==> src/hdl/cpualu_pkg.sv <==
// ----------------------------------------------------------------------------
// cpualu_pkg
// Types, codes and constants of the 8-bit CPU ALU.
// ----------------------------------------------------------------------------
package cpualu_pkg;

  localparam int unsigned KIND_W  = 5;
  localparam int unsigned BYTE_W  = 8;
  localparam int unsigned FLAGS_W = 4;
  localparam int unsigned WIDE_W  = 16;

  typedef enum logic [KIND_W-1:0] {
    K_ADD    = 5'd0,
    K_ADC    = 5'd1,
    K_SUB    = 5'd2,
    K_SBC    = 5'd3,
    K_AND    = 5'd4,
    K_XOR    = 5'd5,
    K_OR     = 5'd6,
    K_CP     = 5'd7,
    K_INC    = 5'd8,
    K_DEC    = 5'd9,
    K_DAA    = 5'd10,
    K_CPL    = 5'd11,
    K_SCF    = 5'd12,
    K_CCF    = 5'd13,
    K_RLCA   = 5'd14,
    K_RRCA   = 5'd15,
    K_RLA    = 5'd16,
    K_RRA    = 5'd17,
    K_ADD16  = 5'd18,
    K_SP_OFS = 5'd19
  } kind_e;

  localparam logic [BYTE_W-1:0] DAA_HI_LIMIT = 8'h99;
  localparam logic [BYTE_W-1:0] DAA_HI_ADJ   = 8'h60;
  localparam logic [BYTE_W-1:0] DAA_LO_ADJ   = 8'h06;
  localparam logic [3:0]        DAA_LO_LIMIT = 4'h9;
  localparam logic [BYTE_W-1:0] CPL_MASK     = 8'hFF;

  typedef struct packed {
    logic z;
    logic n;
    logic h;
    logic c;
  } flags_t;

  typedef struct packed {
    logic [KIND_W-1:0]  kind;
    logic [BYTE_W-1:0]  accumulator;
    logic [BYTE_W-1:0]  operand;
    logic [FLAGS_W-1:0] flags_in;
    logic [WIDE_W-1:0]  wide_first;
    logic [WIDE_W-1:0]  wide_second;
  } req_t;

  typedef struct packed {
    logic [BYTE_W-1:0]  result;
    logic [WIDE_W-1:0]  wide_result;
    logic [FLAGS_W-1:0] flags_out;
  } rsp_t;

endpackage

==> src/hdl/cpualu_in_if.sv <==
// ----------------------------------------------------------------------------
// cpualu_in_if
// Operation channel of the CPU ALU: valid/ready with operands and flags.
// ----------------------------------------------------------------------------
interface cpualu_in_if;
  import cpualu_pkg::*;

  logic               valid;
  logic               ready;
  logic [KIND_W-1:0]  kind;
  logic [BYTE_W-1:0]  accumulator;
  logic [BYTE_W-1:0]  operand;
  logic [FLAGS_W-1:0] flags_in;
  logic [WIDE_W-1:0]  wide_first;
  logic [WIDE_W-1:0]  wide_second;

  modport source (
    output valid, kind, accumulator, operand, flags_in, wide_first, wide_second,
    input  ready
  );

  modport sink (
    input  valid, kind, accumulator, operand, flags_in, wide_first, wide_second,
    output ready
  );
endinterface

==> src/hdl/cpualu_out_if.sv <==
// ----------------------------------------------------------------------------
// cpualu_out_if
// Result channel of the CPU ALU: valid/ready with results and flags.
// ----------------------------------------------------------------------------
interface cpualu_out_if;
  import cpualu_pkg::*;

  logic               valid;
  logic               ready;
  logic [BYTE_W-1:0]  result;
  logic [WIDE_W-1:0]  wide_result;
  logic [FLAGS_W-1:0] flags_out;

  modport source (
    output valid, result, wide_result, flags_out,
    input  ready
  );

  modport sink (
    input  valid, result, wide_result, flags_out,
    output ready
  );
endinterface

==> src/hdl/cpualu_core.sv <==
// ----------------------------------------------------------------------------
// cpualu_core
// Combinational datapath: 8-bit ALU, DAA, rotates, 16-bit adds and flags.
// ----------------------------------------------------------------------------
module cpualu_core (
  input  cpualu_pkg::req_t req_i,
  output cpualu_pkg::rsp_t rsp_o
);
  import cpualu_pkg::*;

  kind_e              kind;
  flags_t             fin;
  logic [BYTE_W-1:0]  a;
  logic [BYTE_W-1:0]  b;
  logic               add_t;
  logic               sub_t;
  logic [BYTE_W:0]    add_sum;
  logic [4:0]         add_half;
  logic [BYTE_W:0]    sub_diff;
  logic [4:0]         sub_half;
  logic [BYTE_W-1:0]  inc_res;
  logic [BYTE_W-1:0]  dec_res;
  logic [BYTE_W-1:0]  daa_mid;
  logic [BYTE_W-1:0]  daa_res;
  logic               daa_c;
  logic [WIDE_W:0]    pair_sum;
  logic [12:0]        pair_half;
  logic [WIDE_W-1:0]  sp_sum;
  logic [BYTE_W:0]    sp_low;
  logic [4:0]         sp_half;
  logic [BYTE_W-1:0]  r;
  logic [WIDE_W-1:0]  w;
  flags_t             fo;

  assign kind = kind_e'(req_i.kind);
  assign fin  = flags_t'(req_i.flags_in);
  assign a    = req_i.accumulator;
  assign b    = req_i.operand;

  assign add_t    = (kind == K_ADC) && fin.c;
  assign sub_t    = (kind == K_SBC) && fin.c;
  assign add_sum  = {1'b0, a} + {1'b0, b} + {{BYTE_W{1'b0}}, add_t};
  assign add_half = {1'b0, a[3:0]} + {1'b0, b[3:0]} + {4'b0, add_t};
  assign sub_diff = {1'b0, a} - {1'b0, b} - {{BYTE_W{1'b0}}, sub_t};
  assign sub_half = {1'b0, a[3:0]} - {1'b0, b[3:0]} - {4'b0, sub_t};
  assign inc_res  = b + 8'd1;
  assign dec_res  = b - 8'd1;

  assign pair_sum  = {1'b0, req_i.wide_first} + {1'b0, req_i.wide_second};
  assign pair_half = {1'b0, req_i.wide_first[11:0]} + {1'b0, req_i.wide_second[11:0]};
  assign sp_sum    = req_i.wide_first + {{(WIDE_W-BYTE_W){b[BYTE_W-1]}}, b};
  assign sp_low    = {1'b0, req_i.wide_first[BYTE_W-1:0]} + {1'b0, b};
  assign sp_half   = {1'b0, req_i.wide_first[3:0]} + {1'b0, b[3:0]};

  always_comb begin
    daa_c   = fin.c;
    daa_mid = a;
    daa_res = a;
    if (!fin.n) begin
      if (fin.c || (a > DAA_HI_LIMIT)) begin
        daa_mid = a + DAA_HI_ADJ;
        daa_c   = 1'b1;
      end
      daa_res = (fin.h || (a[3:0] > DAA_LO_LIMIT)) ? daa_mid + DAA_LO_ADJ : daa_mid;
    end else begin
      daa_mid = fin.c ? a - DAA_HI_ADJ : a;
      daa_res = fin.h ? daa_mid - DAA_LO_ADJ : daa_mid;
    end
  end

  always_comb begin
    r  = a;
    w  = '0;
    fo = fin;
    unique case (kind)
      K_ADD, K_ADC: begin
        r  = add_sum[BYTE_W-1:0];
        fo = '{z: ~|add_sum[BYTE_W-1:0], n: 1'b0, h: add_half[4], c: add_sum[BYTE_W]};
      end
      K_SUB, K_SBC, K_CP: begin
        r  = (kind == K_CP) ? a : sub_diff[BYTE_W-1:0];
        fo = '{z: ~|sub_diff[BYTE_W-1:0], n: 1'b1, h: sub_half[4], c: sub_diff[BYTE_W]};
      end
      K_AND: begin
        r  = a & b;
        fo = '{z: ~|(a & b), n: 1'b0, h: 1'b1, c: 1'b0};
      end
      K_XOR: begin
        r  = a ^ b;
        fo = '{z: ~|(a ^ b), n: 1'b0, h: 1'b0, c: 1'b0};
      end
      K_OR: begin
        r  = a | b;
        fo = '{z: ~|(a | b), n: 1'b0, h: 1'b0, c: 1'b0};
      end
      K_INC: begin
        r  = inc_res;
        fo = '{z: ~|inc_res, n: 1'b0, h: &b[3:0], c: fin.c};
      end
      K_DEC: begin
        r  = dec_res;
        fo = '{z: ~|dec_res, n: 1'b1, h: ~|b[3:0], c: fin.c};
      end
      K_DAA: begin
        r  = daa_res;
        fo = '{z: ~|daa_res, n: fin.n, h: 1'b0, c: daa_c};
      end
      K_CPL: begin
        r  = a ^ CPL_MASK;
        fo = '{z: fin.z, n: 1'b1, h: 1'b1, c: fin.c};
      end
      K_SCF: begin
        fo = '{z: fin.z, n: 1'b0, h: 1'b0, c: 1'b1};
      end
      K_CCF: begin
        fo = '{z: fin.z, n: 1'b0, h: 1'b0, c: ~fin.c};
      end
      K_RLCA: begin
        r  = {a[BYTE_W-2:0], a[BYTE_W-1]};
        fo = '{z: 1'b0, n: 1'b0, h: 1'b0, c: a[BYTE_W-1]};
      end
      K_RRCA: begin
        r  = {a[0], a[BYTE_W-1:1]};
        fo = '{z: 1'b0, n: 1'b0, h: 1'b0, c: a[0]};
      end
      K_RLA: begin
        r  = {a[BYTE_W-2:0], fin.c};
        fo = '{z: 1'b0, n: 1'b0, h: 1'b0, c: a[BYTE_W-1]};
      end
      K_RRA: begin
        r  = {fin.c, a[BYTE_W-1:1]};
        fo = '{z: 1'b0, n: 1'b0, h: 1'b0, c: a[0]};
      end
      K_ADD16: begin
        w  = pair_sum[WIDE_W-1:0];
        fo = '{z: fin.z, n: 1'b0, h: pair_half[12], c: pair_sum[WIDE_W]};
      end
      K_SP_OFS: begin
        w  = sp_sum;
        fo = '{z: 1'b0, n: 1'b0, h: sp_half[4], c: sp_low[BYTE_W]};
      end
      default: begin
      end
    endcase
  end

  assign rsp_o.result      = r;
  assign rsp_o.wide_result = w;
  assign rsp_o.flags_out   = fo;

endmodule

==> src/hdl/cpu_alu_with_flags.sv <==
// ----------------------------------------------------------------------------
// cpu_alu_with_flags
// Path: an accepted item enters the input register, its result the result register.
// Throughput: 1 item per cycle unless the result stalls; the combinational ALU path
// between the two registers sets the rate. A stalled result holds the result register; the
// input register still takes one item while it is empty.
// Reset: asynchronous, active low; clears both valid bits, no item in flight.
// ----------------------------------------------------------------------------
module cpu_alu_with_flags (
  input  logic        clk_i,
  input  logic        rst_ni,
  cpualu_in_if.sink   in_i,
  cpualu_out_if.source out_o
);
  import cpualu_pkg::*;

  logic s1_valid_q;
  logic s2_valid_q;
  logic s1_ready;
  logic s2_ready;
  req_t req_in;
  req_t s1_req_q;
  rsp_t rsp;
  rsp_t s2_rsp_q;

  assign s2_ready = !s2_valid_q || out_o.ready;
  assign s1_ready = !s1_valid_q || s2_ready;

  assign req_in = '{
    kind:        in_i.kind,
    accumulator: in_i.accumulator,
    operand:     in_i.operand,
    flags_in:    in_i.flags_in,
    wide_first:  in_i.wide_first,
    wide_second: in_i.wide_second
  };

  always_ff @(posedge clk_i or negedge rst_ni) begin
    if (!rst_ni) begin
      s1_valid_q <= 1'b0;
      s2_valid_q <= 1'b0;
    end else begin
      if (s1_ready) begin
        s1_valid_q <= in_i.valid;
      end
      if (s2_ready) begin
        s2_valid_q <= s1_valid_q;
      end
    end
  end

  always_ff @(posedge clk_i) begin
    if (in_i.valid && s1_ready) begin
      s1_req_q <= req_in;
    end
    if (s1_valid_q && s2_ready) begin
      s2_rsp_q <= rsp;
    end
  end

  cpualu_core u_core (
    .req_i (s1_req_q),
    .rsp_o (rsp)
  );

  assign in_i.ready        = s1_ready;
  assign out_o.valid       = s2_valid_q;
  assign out_o.result      = s2_rsp_q.result;
  assign out_o.wide_result = s2_rsp_q.wide_result;
  assign out_o.flags_out   = s2_rsp_q.flags_out;

endmodule

==> src/flat_wrapper.sv <==
// flat-port wrapper written by rule: the top's interface ports become plain ports
module cpu_alu_with_flags_flat import cpualu_pkg::*;
  (clk_i, rst_ni, in_i_valid, in_i_kind, in_i_accumulator, in_i_operand, in_i_flags_in, in_i_wide_first, in_i_wide_second, in_i_ready, out_o_valid, out_o_result, out_o_wide_result, out_o_flags_out, out_o_ready);
  cpualu_in_if in_i_i ();
  cpualu_out_if out_o_i ();
  input  logic clk_i;
  input  logic rst_ni;
  input wire logic [$bits(in_i_i.valid)-1:0] in_i_valid;
  input wire logic [$bits(in_i_i.kind)-1:0] in_i_kind;
  input wire logic [$bits(in_i_i.accumulator)-1:0] in_i_accumulator;
  input wire logic [$bits(in_i_i.operand)-1:0] in_i_operand;
  input wire logic [$bits(in_i_i.flags_in)-1:0] in_i_flags_in;
  input wire logic [$bits(in_i_i.wide_first)-1:0] in_i_wide_first;
  input wire logic [$bits(in_i_i.wide_second)-1:0] in_i_wide_second;
  output wire logic [$bits(in_i_i.ready)-1:0] in_i_ready;
  output wire logic [$bits(out_o_i.valid)-1:0] out_o_valid;
  output wire logic [$bits(out_o_i.result)-1:0] out_o_result;
  output wire logic [$bits(out_o_i.wide_result)-1:0] out_o_wide_result;
  output wire logic [$bits(out_o_i.flags_out)-1:0] out_o_flags_out;
  input wire logic [$bits(out_o_i.ready)-1:0] out_o_ready;
  assign in_i_i.valid = in_i_valid;
  assign in_i_i.kind = in_i_kind;
  assign in_i_i.accumulator = in_i_accumulator;
  assign in_i_i.operand = in_i_operand;
  assign in_i_i.flags_in = in_i_flags_in;
  assign in_i_i.wide_first = in_i_wide_first;
  assign in_i_i.wide_second = in_i_wide_second;
  assign in_i_ready = in_i_i.ready;
  assign out_o_valid = out_o_i.valid;
  assign out_o_result = out_o_i.result;
  assign out_o_wide_result = out_o_i.wide_result;
  assign out_o_flags_out = out_o_i.flags_out;
  assign out_o_i.ready = out_o_ready;
  cpu_alu_with_flags u_core (.clk_i(clk_i), .rst_ni(rst_ni), .in_i(in_i_i), .out_o(out_o_i));
endmodule
==> config.mk <==
export PLATFORM = sky130hd
export DESIGN_NAME = cpu_alu_with_flags_flat
export DESIGN_NICKNAME = d
export VERILOG_FILES = /design/src/hdl/cpualu_pkg.sv /design/src/hdl/cpualu_in_if.sv /design/src/hdl/cpualu_out_if.sv /design/src/hdl/cpualu_core.sv /design/src/hdl/cpu_alu_with_flags.sv /design/src/flat_wrapper.sv
export SDC_FILE = /design/constraint.sdc
export NUM_CORES = 1
export LEC_CHECK = 0
export BUFFER_PORTS_ARGS = -buffer_cell sky130_fd_sc_hd__buf_4
export CORE_MARGIN = 2
export CORE_UTILIZATION = 35
export CTS_BUF_LIST = sky130_fd_sc_hd__clkbuf_4 sky130_fd_sc_hd__clkbuf_8 sky130_fd_sc_hd__clkbuf_16
export DETAILED_ROUTE_END_ITERATION = 10
export SLEW_MARGIN = 0
export SYNTH_ARGS = -nofsm -noshare
export SYNTH_HDL_FRONTEND = slang
export SYNTH_SLANG_ARGS = --single-unit
==> constraint.sdc <==
create_clock -name clk_i -period 5 [get_ports clk_i]
set_clock_uncertainty 0.2 [all_clocks]
set_input_delay 0.5 -clock clk_i [delete_from_list [all_inputs] [get_ports clk_i]]
set_output_delay 0.5 -clock clk_i [all_outputs]
set_load 0.005 [all_outputs]
==> results of run 1 <==
## worst min path at each step
stage	from	to	slack [ns]	depth (start not counted)
6_report	in_i_wide_first[11]	u_core.s1_req_q[27]	0.11	1
5_1_grt	in_i_flags_in[0]	u_core.s1_req_q[32]	0.09	1
4_1_cts	in_i_wide_first[15]	u_core.s1_req_q[31]	0.09	1
3_5_place_dp	rst_ni	u_core.out_o.valid	0.08	1
3_3_place_gp	rst_ni	u_core.out_o.valid	0.08	1
2_1_floorplan	rst_ni	u_core.out_o.valid	0.004	0
## metrics by stage
step / setup WS [ns] / total power, mW
2_1_floorplan: 1.14 / 1.39
3_5_place_dp: 1.16 / 1.60
5_1_grt: 0.829 / 2.43
4_1_cts: 1.13 / 2.32
3_3_place_gp: 1.17 / 1.60
6_report: 1.06 / 2.30
## area by class of cell
cell class,count,area (um2)
inverters,38,143
clock inverters,7,81.3
clock buffers,9,225
flip-flops and latches,87,2600
repair buffers,104,783
fillers,2002,11800
well taps,270,338
multi-input cells,625,4410
## where the power goes
part	internal [mW]	total (mW)	switching, mW
logic	0.298	0.666	0.368
clock network	0.357	0.708	0.350
registers	0.867	0.930	0.0631
total	1.52	2.30	0.782
## Yosys cell counts, drive strengths merged (11+ instances only)
cell	number
edfxtp	85
ha	69
nor2	67
o21ai	61
nand2	60
a21oi	52
inv	38
xnor2	33
nor3	23
buf	21
nand3	20
clkbuf	17
mux2i	17
nor2b	17
xor2	17
nand2b	15
a211oi	13
a21o	13
a31oi	11
nor4	11
## registers in the layout, summed over array words and instances (netlist names)
register                  flops
u_core.s1_req_q              57
u_core.out_o.wide_result     16
u_core.out_o.flags_out        4
u_core.out_o.result           8
u_core.out_o.valid            1
u_core.s1_valid_q             1
## cells by family after synthesis
| group | after synthesis | share of synthesized area [%] |
|---|---|---|
| simple gates | 258 | 17.6 |
| compound gates | 221 | 19.9 |
| flops | 87 | 35.6 |
| buf+inv | 76 | 4.19 |
| fa+ha+maj | 75 | 13.5 |
| xor+xnor | 50 | 5.99 |
| mux | 21 | 3.30 |
## worst register-to-register path, stage by stage (launching register included)
cell	delay (ns)
edfxtp_1	0.65
or3_1	0.61
nor4_1	0.28
fa_1	0.28
inv_1	0.06
fa_1	0.41
nor2b_1	0.12
o21ai_0	0.09
a21boi_0	0.18
o21ai_0	0.12
a21boi_0	0.34
nor3_1	0.09
o21ai_0	0.17
a22oi_1	0.09
## cell usage in the layout (no fill, tap or decap), types with 4 or more instances in the layout
| cell | count |
|---|---|
| nand4_1 | 7 |
| o221ai_1 | 7 |
| a211o_1 | 5 |
| a31oi_1 | 11 |
| o21a_1 | 7 |
| a21o_1 | 13 |
| nand3_1 | 20 |
| nor4_1 | 11 |
| a21boi_0 | 4 |
| o211ai_1 | 4 |
| buf_4 | 103 |
| nor2_1 | 67 |
| a211oi_1 | 12 |
| xnor2_1 | 33 |
| o21ai_0 | 57 |
| and3_1 | 8 |
| o31ai_1 | 5 |
| nand2_1 | 60 |
| fa_1 | 6 |
| mux2i_1 | 17 |
| a21oi_1 | 51 |
| ha_1 | 69 |
| nor3_1 | 21 |
| nor2b_1 | 17 |
| inv_1 | 38 |
| edfxtp_1 | 85 |
| xor2_1 | 17 |
| a22oi_1 | 7 |
| nand2b_1 | 15 |
| or2_2 | 6 |
| clkbuf_16 | 9 |
| and2_1 | 6 |
## routing by layer
| metal | track usage (%) | part of all wire [%] |
|---|---|---|
| met5 | 0 | 0 |
| met4 | 8.43 | 2.9 |
| met3 | 4.29 | 6.7 |
| met2 | 30.5 | 46 |
| met1 | 26.1 | 45 |
## what timing repair did
| action | in CTS | in global routing |
|---|---|---|
| hold buffers | 1 | 0 |
| hold endpoints to repair | 2 | 0 |
| endpoints found under the setup margin | 0 | 0 |
==> run summary, run 1 <==
number of gates resized after CTS - 0
worst hold margin - 0.105 ns
Fin. Hold Viols - 0
max capacitance violation total - 0
row count - 52
non-filler cells in the finished layout - 1140
cts bufs inserted - 9
post-synth top area share - 34.9%
DRT Wirelength - 21.4 mm
Leakage - 3.45 nW
post-route cell area - 8580 um2
diodes inserted - 0
critical path depth in cells - 13
Worst-Margin Slew - 0.898 ns
clock transition at the registers of the reported paths - 0.08 ns
Setup-failing EPs final - 0
R2R depth - 13
Cells after Synth - 788
# nets final - 1001
All-Layer GR Usage - 19.5%
share of cells above drive strength 1 - 16.4%
DRC - 0
post-DP HPWL - 15.7 mm
1st-pass router iterations - 7
Ports - 91
Worst VDD drop - 0.000171 V
PD cells - 269 nW/um2
CTS H-tree depth - 3
Root Buffer - clkbuf_16
grt total ovfl - 0
Ys Warns - 0
initial antenna violation count - 0
EDFF count, synth - 85
die area - 22100 um2
# port buffers - 90
Post-DP Area - 8260 um2
Setup CP Type - flip-flop to flip-flop
Avg WL per Cell - 18.8 um
CP startpoint - u_core.s1_req_q[55]
Skew-Pair Late Insertion Delay - 0.36 ns
crit-path max cell delay - 0.65 ns
status - completed
Layout area overhead - 17.4%
top_reg_cell synth - edfxtp_1
largest net degree at the start of global routing - 58
Placed Cells - 1123
FF+latch count, synth - 87
startpoint types - flip-flop
sequential fraction of the synthesis area - 35.6%
Critical R2R Launch - u_core.s1_req_q[55]
Initial DRC Count - 674
mapped cell area - 7310 um2
post-synthesis average cell area - 9.27 um2
Crit path buffers/inverters - 1
Synth cell types - 72
FMAX - 254 MHz
Post-synth ARST share - 2.30%
CP endpoint kind - flip-flop
vias in the first global route - 6013
area leader, netlist - edfxtp_1
Fin Setup TNS - 0 ns
largest cells by area after synthesis - edfxtp_1, ha_1, xnor2_1
gpl congestion - 1.02
CTS tree - built
critical path, cell by cell - or3_1 > nor4_1 > fa_1 > inv_1 > fa_1 > nor2b_1 > o21ai_0 > a21boi_0 > o21ai_0 > a21boi_0 > nor3_1 > o21ai_0 > a22oi_1
final core occ - 42.1%
Worst R2R End - u_core.out_o.result[6]
CP max stage cell - edfxtp_1
core area - 20400 um2
Initial Util - 35.9%
Setup crit end - u_core.out_o.result[6]
first-pass GRT wire length - 32.9 mm
min cycle time layout - 3.94 ns
remaining antenna violation count - 0
period utilisation layout - 78.8%
Final Max Slew Viols - 0
Slew headroom - 39.6%
unrepaired setup endpoints after global routing - no
Worst Hold Class - input port to flip-flop
clock buffer depth - 2
critical path arrival - 3.84 ns
vias per inst - 5.53
Synth Net Count - 924
Die W - 149 um
Sink Count - 87
Setup Fix Bufs, Post-CTS - 0
vias after detailed routing - 6305
worst reg2reg setup slack - 1.06 ns
most numerous cell on the critical path - o21ai_0
delay-heaviest family, CP - simple AND/OR/NAND/NOR gates
Req. time, crit path - 4.90 ns
crit path max fanout - 21
die height - 149 um
Power figures use the tool's default switching activity.
==> run 2: changes to the inputs <==
==> constraint.sdc (replaced) <==
create_clock -name clk_i -period 3.8 [get_ports clk_i]
set_clock_uncertainty 0.2 [all_clocks]
set_input_delay 0.38 -clock clk_i [delete_from_list [all_inputs] [get_ports clk_i]]
set_output_delay 0.38 -clock clk_i [all_outputs]
set_load 0.005 [all_outputs]
==> run 2 against run 1 <==
Effect of this change:
- worst setup slack got worse by 0.78 ns
- wire length up 4.8%
- largest cell class unchanged
- worst hold slack worse by 0.094 ns
==> run summary, run 2 (synthesis gave the netlist of run 1 again) <==
status - completed
Fin Setup TNS - 0 ns
Layout area overhead - 27.4%
final core occ - 45.7%
cts bufs inserted - 9
Post-DP Area - 8410 um2
min cycle time layout - 3.52 ns
post-route cell area - 9310 um2
largest net degree at the start of global routing - 58
crit path max fanout - 6
part of the power in combinational logic - 31.6%
Setup WS pre-CTS - 0.243 ns
Switching Fraction - 33.6%
clock buffer depth - 2
number of fillers in the final layout - 1969
critical path, cell by cell - nor3_1 > nand4_1 > fa_1 > inv_1 > ha_1 > o21ai_0 > nand2_1 > a21o_1 > a21o_1 > a31oi_1 > mux2i_1 > nor3_2 > a2bb2oi_1
Worst Hold Class - input port to flip-flop
row count - 52
Sequential Power Share - 38.6%
FMAX - 284 MHz
gpl congestion - 0.979
max capacitance violation total - 0
Switching Power - 1.04 mW
1st-pass router iterations - 6
Initial Util - 35.9%
CP startpoint - u_core.s1_req_q[54]
PD cells - 333 nW/um2
CP max stage cell - fa_1
Crit path buffers/inverters - 1
All-Layer GR Usage - 20.9%
crit-path max cell delay - 0.53 ns
worst hold margin - 0.0110 ns
Worst VDD drop - 0.000227 V
period utilisation layout - 92.5%
Ports - 91
Sink Count - 87
Die W - 149 um
Root Buffer - clkbuf_16
Initial DRC Count - 525
most common cell after layout, fill and taps aside - buf_4
critical path arrival - 3.41 ns
clock transition at the registers of the reported paths - 0.08 ns
Setup crit end - u_core.out_o.result[7]
worst reg2reg setup slack - 0.28 ns
Tot Pwr - 3.10 mW
critical path depth in cells - 13
initial antenna violation count - 1
remaining antenna violation count - 0
DRC - 0
grt total ovfl - 0
vias in the first global route - 6440
unrepaired setup endpoints after global routing - no
Slew headroom - 46.7%
Critical R2R Launch - u_core.s1_req_q[54]
final worst setup slack - 0.285 ns
Avg WL per Cell - 18.4 um
vias per inst - 5.43
Worst-Margin Slew - 0.792 ns
CTS H-tree depth - 3
most numerous cell on the critical path - a21o_1
Cell Int Power - 2.06 mW
Setup CP Type - flip-flop to flip-flop
Final Max Slew Viols - 0
Placed Cells - 1144
post-DP HPWL - 16.6 mm
Setup-failing EPs final - 0
most frequent cells in the layout - buf_4, edfxtp_1, ha_1
DRT Wirelength - 22.4 mm
# port buffers - 90
core area - 20400 um2
share of total power in the clock network - 29.8%
R2R depth - 13
Worst R2R End - u_core.out_o.result[7]
die height - 149 um
CTS tree - built
share of cells above drive strength 1 - 17.4%
delay-heaviest family, CP - compound AO/OA/AOI/OAI gates
max reg flops - 57
startpoint types - flip-flop
Fin. Hold Viols - 0
CP endpoint kind - flip-flop
# nets final - 1079
Req. time, crit path - 3.70 ns
first-pass GRT wire length - 35.5 mm
vias after detailed routing - 6614
Leakage - 3.79 nW
die area - 22100 um2
Skew-Pair Late Insertion Delay - 0.36 ns
Biggest register - u_core.s1_req_q
non-filler cells in the finished layout - 1219
-- run 2: cell count changes in the layout (fill, tap and decap cells not counted) --
cell | previous run | this run
dlygate4sd3_1 | 1 | 57
nor3b_1 | 2 | 3
nor4_1 | 11 | 10
nor3b_2 | 1 | 0
inv_6 | 2 | 3
buf_4 | 103 | 125
clkinv_4 | 1 | 0
nor4_2 | 0 | 1
diode_2 | 0 | 1
-- run 2: worst min path at each step --
stage | start | endpoint | slack, ns | cells past startpoint
2_1_floorplan | rst_ni | u_core.out_o.valid | -0.12 | 0
3_3_place_gp | rst_ni | u_core.out_o.valid | -0.04 | 1
3_5_place_dp | rst_ni | u_core.out_o.valid | -0.04 | 1
4_1_cts | in_i_valid | u_core.s1_valid_q | 0.002 | 2
5_1_grt | in_i_operand[5] | u_core.s1_req_q[41] | 0.001 | 1
6_report | in_i_valid | u_core.s1_valid_q | 0.01 | 2
-- run 2: timing repair --
action | in CTS | in global routing
setup endpoints to repair | 0 | 5
buffers inserted | 0 | 1
gates resized for setup | 0 | 1
hold buffers | 57 | 0
endpoints found under the hold margin | 58 | 0
-- run 2: final cells by class --
| class | count | area (um2) | area share (%) |
|---|---|---|---|
| multi-input combinational | 625 | 4410 | 47.3 |
| sequential | 87 | 2600 | 28.0 |
| timing repair buffer | 182 | 1510 | 16.2 |
| tap | 270 | 338 | 3.63 |
| clock buffer | 9 | 225 | 2.42 |
| inverter | 38 | 143 | 1.53 |
| clock inverter | 7 | 81.3 | 0.874 |
| antenna | 1 | 2.50 | 0.0269 |
-- run 2: power by group through the flow --
stage / clock network (mW) / logic (mW) / registers (mW)
after detailed placement: 0 / 0.915 / 1.22
after global placement: 0 / 0.914 / 1.22
after CTS: 0.951 / 0.969 / 1.20
after floorplan: 0 / 0.626 / 1.20
after global routing: 0.987 / 1.08 / 1.20
final: 0.922 / 0.980 / 1.20
-- run 2: metal layers --
layer	track usage (%)	share of wire (%)	vias to the layer above
met5	0	0	-
met4	5.86	2.1	0
met3	4.69	6.1	31
met2	33.6	46	211
met1	28.3	46	3147
li1	-	-	3225
==> run 3: changes to the inputs <==
--- a/config.mk
+++ b/config.mk
@@ -10,6 +10,7 @@
 export CORE_UTILIZATION = 35
 export CTS_BUF_LIST = sky130_fd_sc_hd__clkbuf_4 sky130_fd_sc_hd__clkbuf_8 sky130_fd_sc_hd__clkbuf_16
 export DETAILED_ROUTE_END_ITERATION = 10
+export REMOVE_ABC_BUFFERS = 1
 export SLEW_MARGIN = 0
 export SYNTH_ARGS = -nofsm -noshare
 export SYNTH_HDL_FRONTEND = slang
==> run 3 against run 2 <==
Effect of this change:
- non-clock buffer count down 13
- fmax decreased by 0.83%
- global-route usage shrank 0.32 points
- wire length grew 0.19%
- sequential power hardly changed
- sequential cell count stayed put
- via count shrank 1.4%
- first-iteration DRC count grew 7.6%
- die area is the same
- utilization is 0.50 points lower
- combinational power decreased by 1%
- critical path type unchanged
- largest cell class unchanged
- largest power group unchanged
==> run summary, run 3 (synthesis gave the netlist of run 1 again) <==
status - completed
first-pass GRT wire length - 35.1 mm
cts bufs inserted - 9
vias in the first global route - 6358
# nets final - 1066
Layout area overhead - 26.0%
Biggest register - u_core.s1_req_q
CP endpoint kind - flip-flop
multi-input gate area in the final layout - 4410 um2
Worst R2R End - u_core.out_o.result[6]
Root Buffer - clkbuf_16
initial antenna violation count - 0
number of fillers in the final layout - 1922
most frequent cells in the layout - buf_4, edfxtp_1, ha_1
min cycle time layout - 3.54 ns
Worst VDD drop - 0.000216 V
die height - 149 um
max capacitance violation total - 0
Tot Pwr - 3.17 mW
Setup crit end - u_core.out_o.result[6]
FF/Latch Area - 2600 um2
unrepaired setup endpoints after global routing - no
Worst Hold Class - input port to flip-flop
final core occ - 45.2%
Setup CP Type - flip-flop to flip-flop
most common cell after layout, fill and taps aside - buf_4
crit path max fanout - 4
R2R depth - 12
vias per inst - 5.41
critical path arrival - 3.42 ns
diodes inserted - 0
gpl congestion - 1.04
Avg WL per Cell - 18.6 um
CTS H-tree depth - 3
Leakage - 3.74 nW
Critical R2R Launch - u_core.s1_req_q[54]
Final Max Slew Viols - 0
worst reg2reg setup slack - 0.26 ns
Req. time, crit path - 3.68 ns
non-filler cells in the finished layout - 1205
clock buffer depth - 2
Skew-Pair Late Insertion Delay - 0.36 ns
1st-pass router iterations - 5
row count - 52
startpoint types - flip-flop
DRC - 0
core area - 20400 um2
DRT Wirelength - 22.5 mm
Worst-Margin Slew - 0.695 ns
remaining antenna violation count - 0
Setup-failing EPs final - 0
largest net degree at the start of global routing - 58
Ports - 91
All-Layer GR Usage - 20.5%
Placed Cells - 1142
Initial Util - 35.9%
Fin. Hold Viols - 0
CP startpoint - u_core.s1_req_q[54]
Initial DRC Count - 565
Sink Count - 87
post-DP HPWL - 16.8 mm
Die W - 149 um
PD cells - 344 nW/um2
worst hold margin - 0.0122 ns
vias after detailed routing - 6523
Setup WS pre-CTS - 0.214 ns
die area - 22100 um2
Slew headroom - 53.4%
share of cells above drive strength 1 - 17.3%
FMAX - 282 MHz
max reg flops - 57
grt total ovfl - 0
CTS tree - built
clock transition at the registers of the reported paths - 0.08 ns
# port buffers - 90
period utilisation layout - 93.3%
final worst setup slack - 0.255 ns
-- run 3: worst max-delay path, cell delays in order (launching register included) --
cell,delay [ns]
edfxtp_1,0.43
nor3_1,0.24
nand4_1,0.25
fa_1,0.48
fa_1,0.45
o21a_1,0.22
o21ai_0,0.15
nand2b_1,0.07
a21oi_1,0.21
xor2_1,0.24
nor2_1,0.06
o21ai_0,0.16
a22oi_1,0.10
-- run 3: area by class of cell --
type / count / share of cell area [%]
multi-input combinational: 625 / 47.9
clock buffer: 9 / 2.45
sequential: 87 / 28.3
clock inverter: 7 / 1.13
inverter: 38 / 1.55
tap: 270 / 3.67
timing repair buffer: 169 / 15.1
-- run 3: per-stage QoR --
step	TNS (ns)	instance area (um2)
final	0	9210
after global placement	0	8400
after floorplan	-4.50	7140
after global routing	0	9210
after detailed placement	0	8400
after CTS	0	9200
-- run 3: routing by layer --
layer,global-route usage [%],wire [um],vias up,part of all wire [%]
li1,-,-,3205,-
met2,32.6,10200,225,45
met5,0,0,-,0
met4,6.48,561,0,2.5
met3,3.77,1390,27,6.2
met1,28.5,10400,3066,46
-- run 3: report_power, final --
group,switching [mW],total (mW),internal [mW]
Combinational,0.532,0.969,0.437
Clock,0.415,1.00,0.586
Sequential,0.0566,1.20,1.14
-- run 3: worst min-delay path by stage --
stage	start	end	slack [ns]	cells past startpoint
floorplan	rst_ni	u_core.out_o.valid	-0.12	0
detailed placement	rst_ni	u_core.s1_valid_q	-0.03	1
global placement	rst_ni	u_core.s1_valid_q	-0.03	1
global route	in_i_accumulator[7]	u_core.s1_req_q[51]	0.0009	1
finish	in_i_wide_second[3]	u_core.s1_req_q[3]	0.01	1
CTS	in_i_operand[0]	u_core.s1_req_q[36]	0.0001	1
-- run 3: repair_timing --
item                       in CTS  in global routing
buffers inserted                0                  0
resized for setup               0                  1
setup endpoints to repair       0                  4
hold endpoints to repair       48                  0
hold buffers                   47                  0
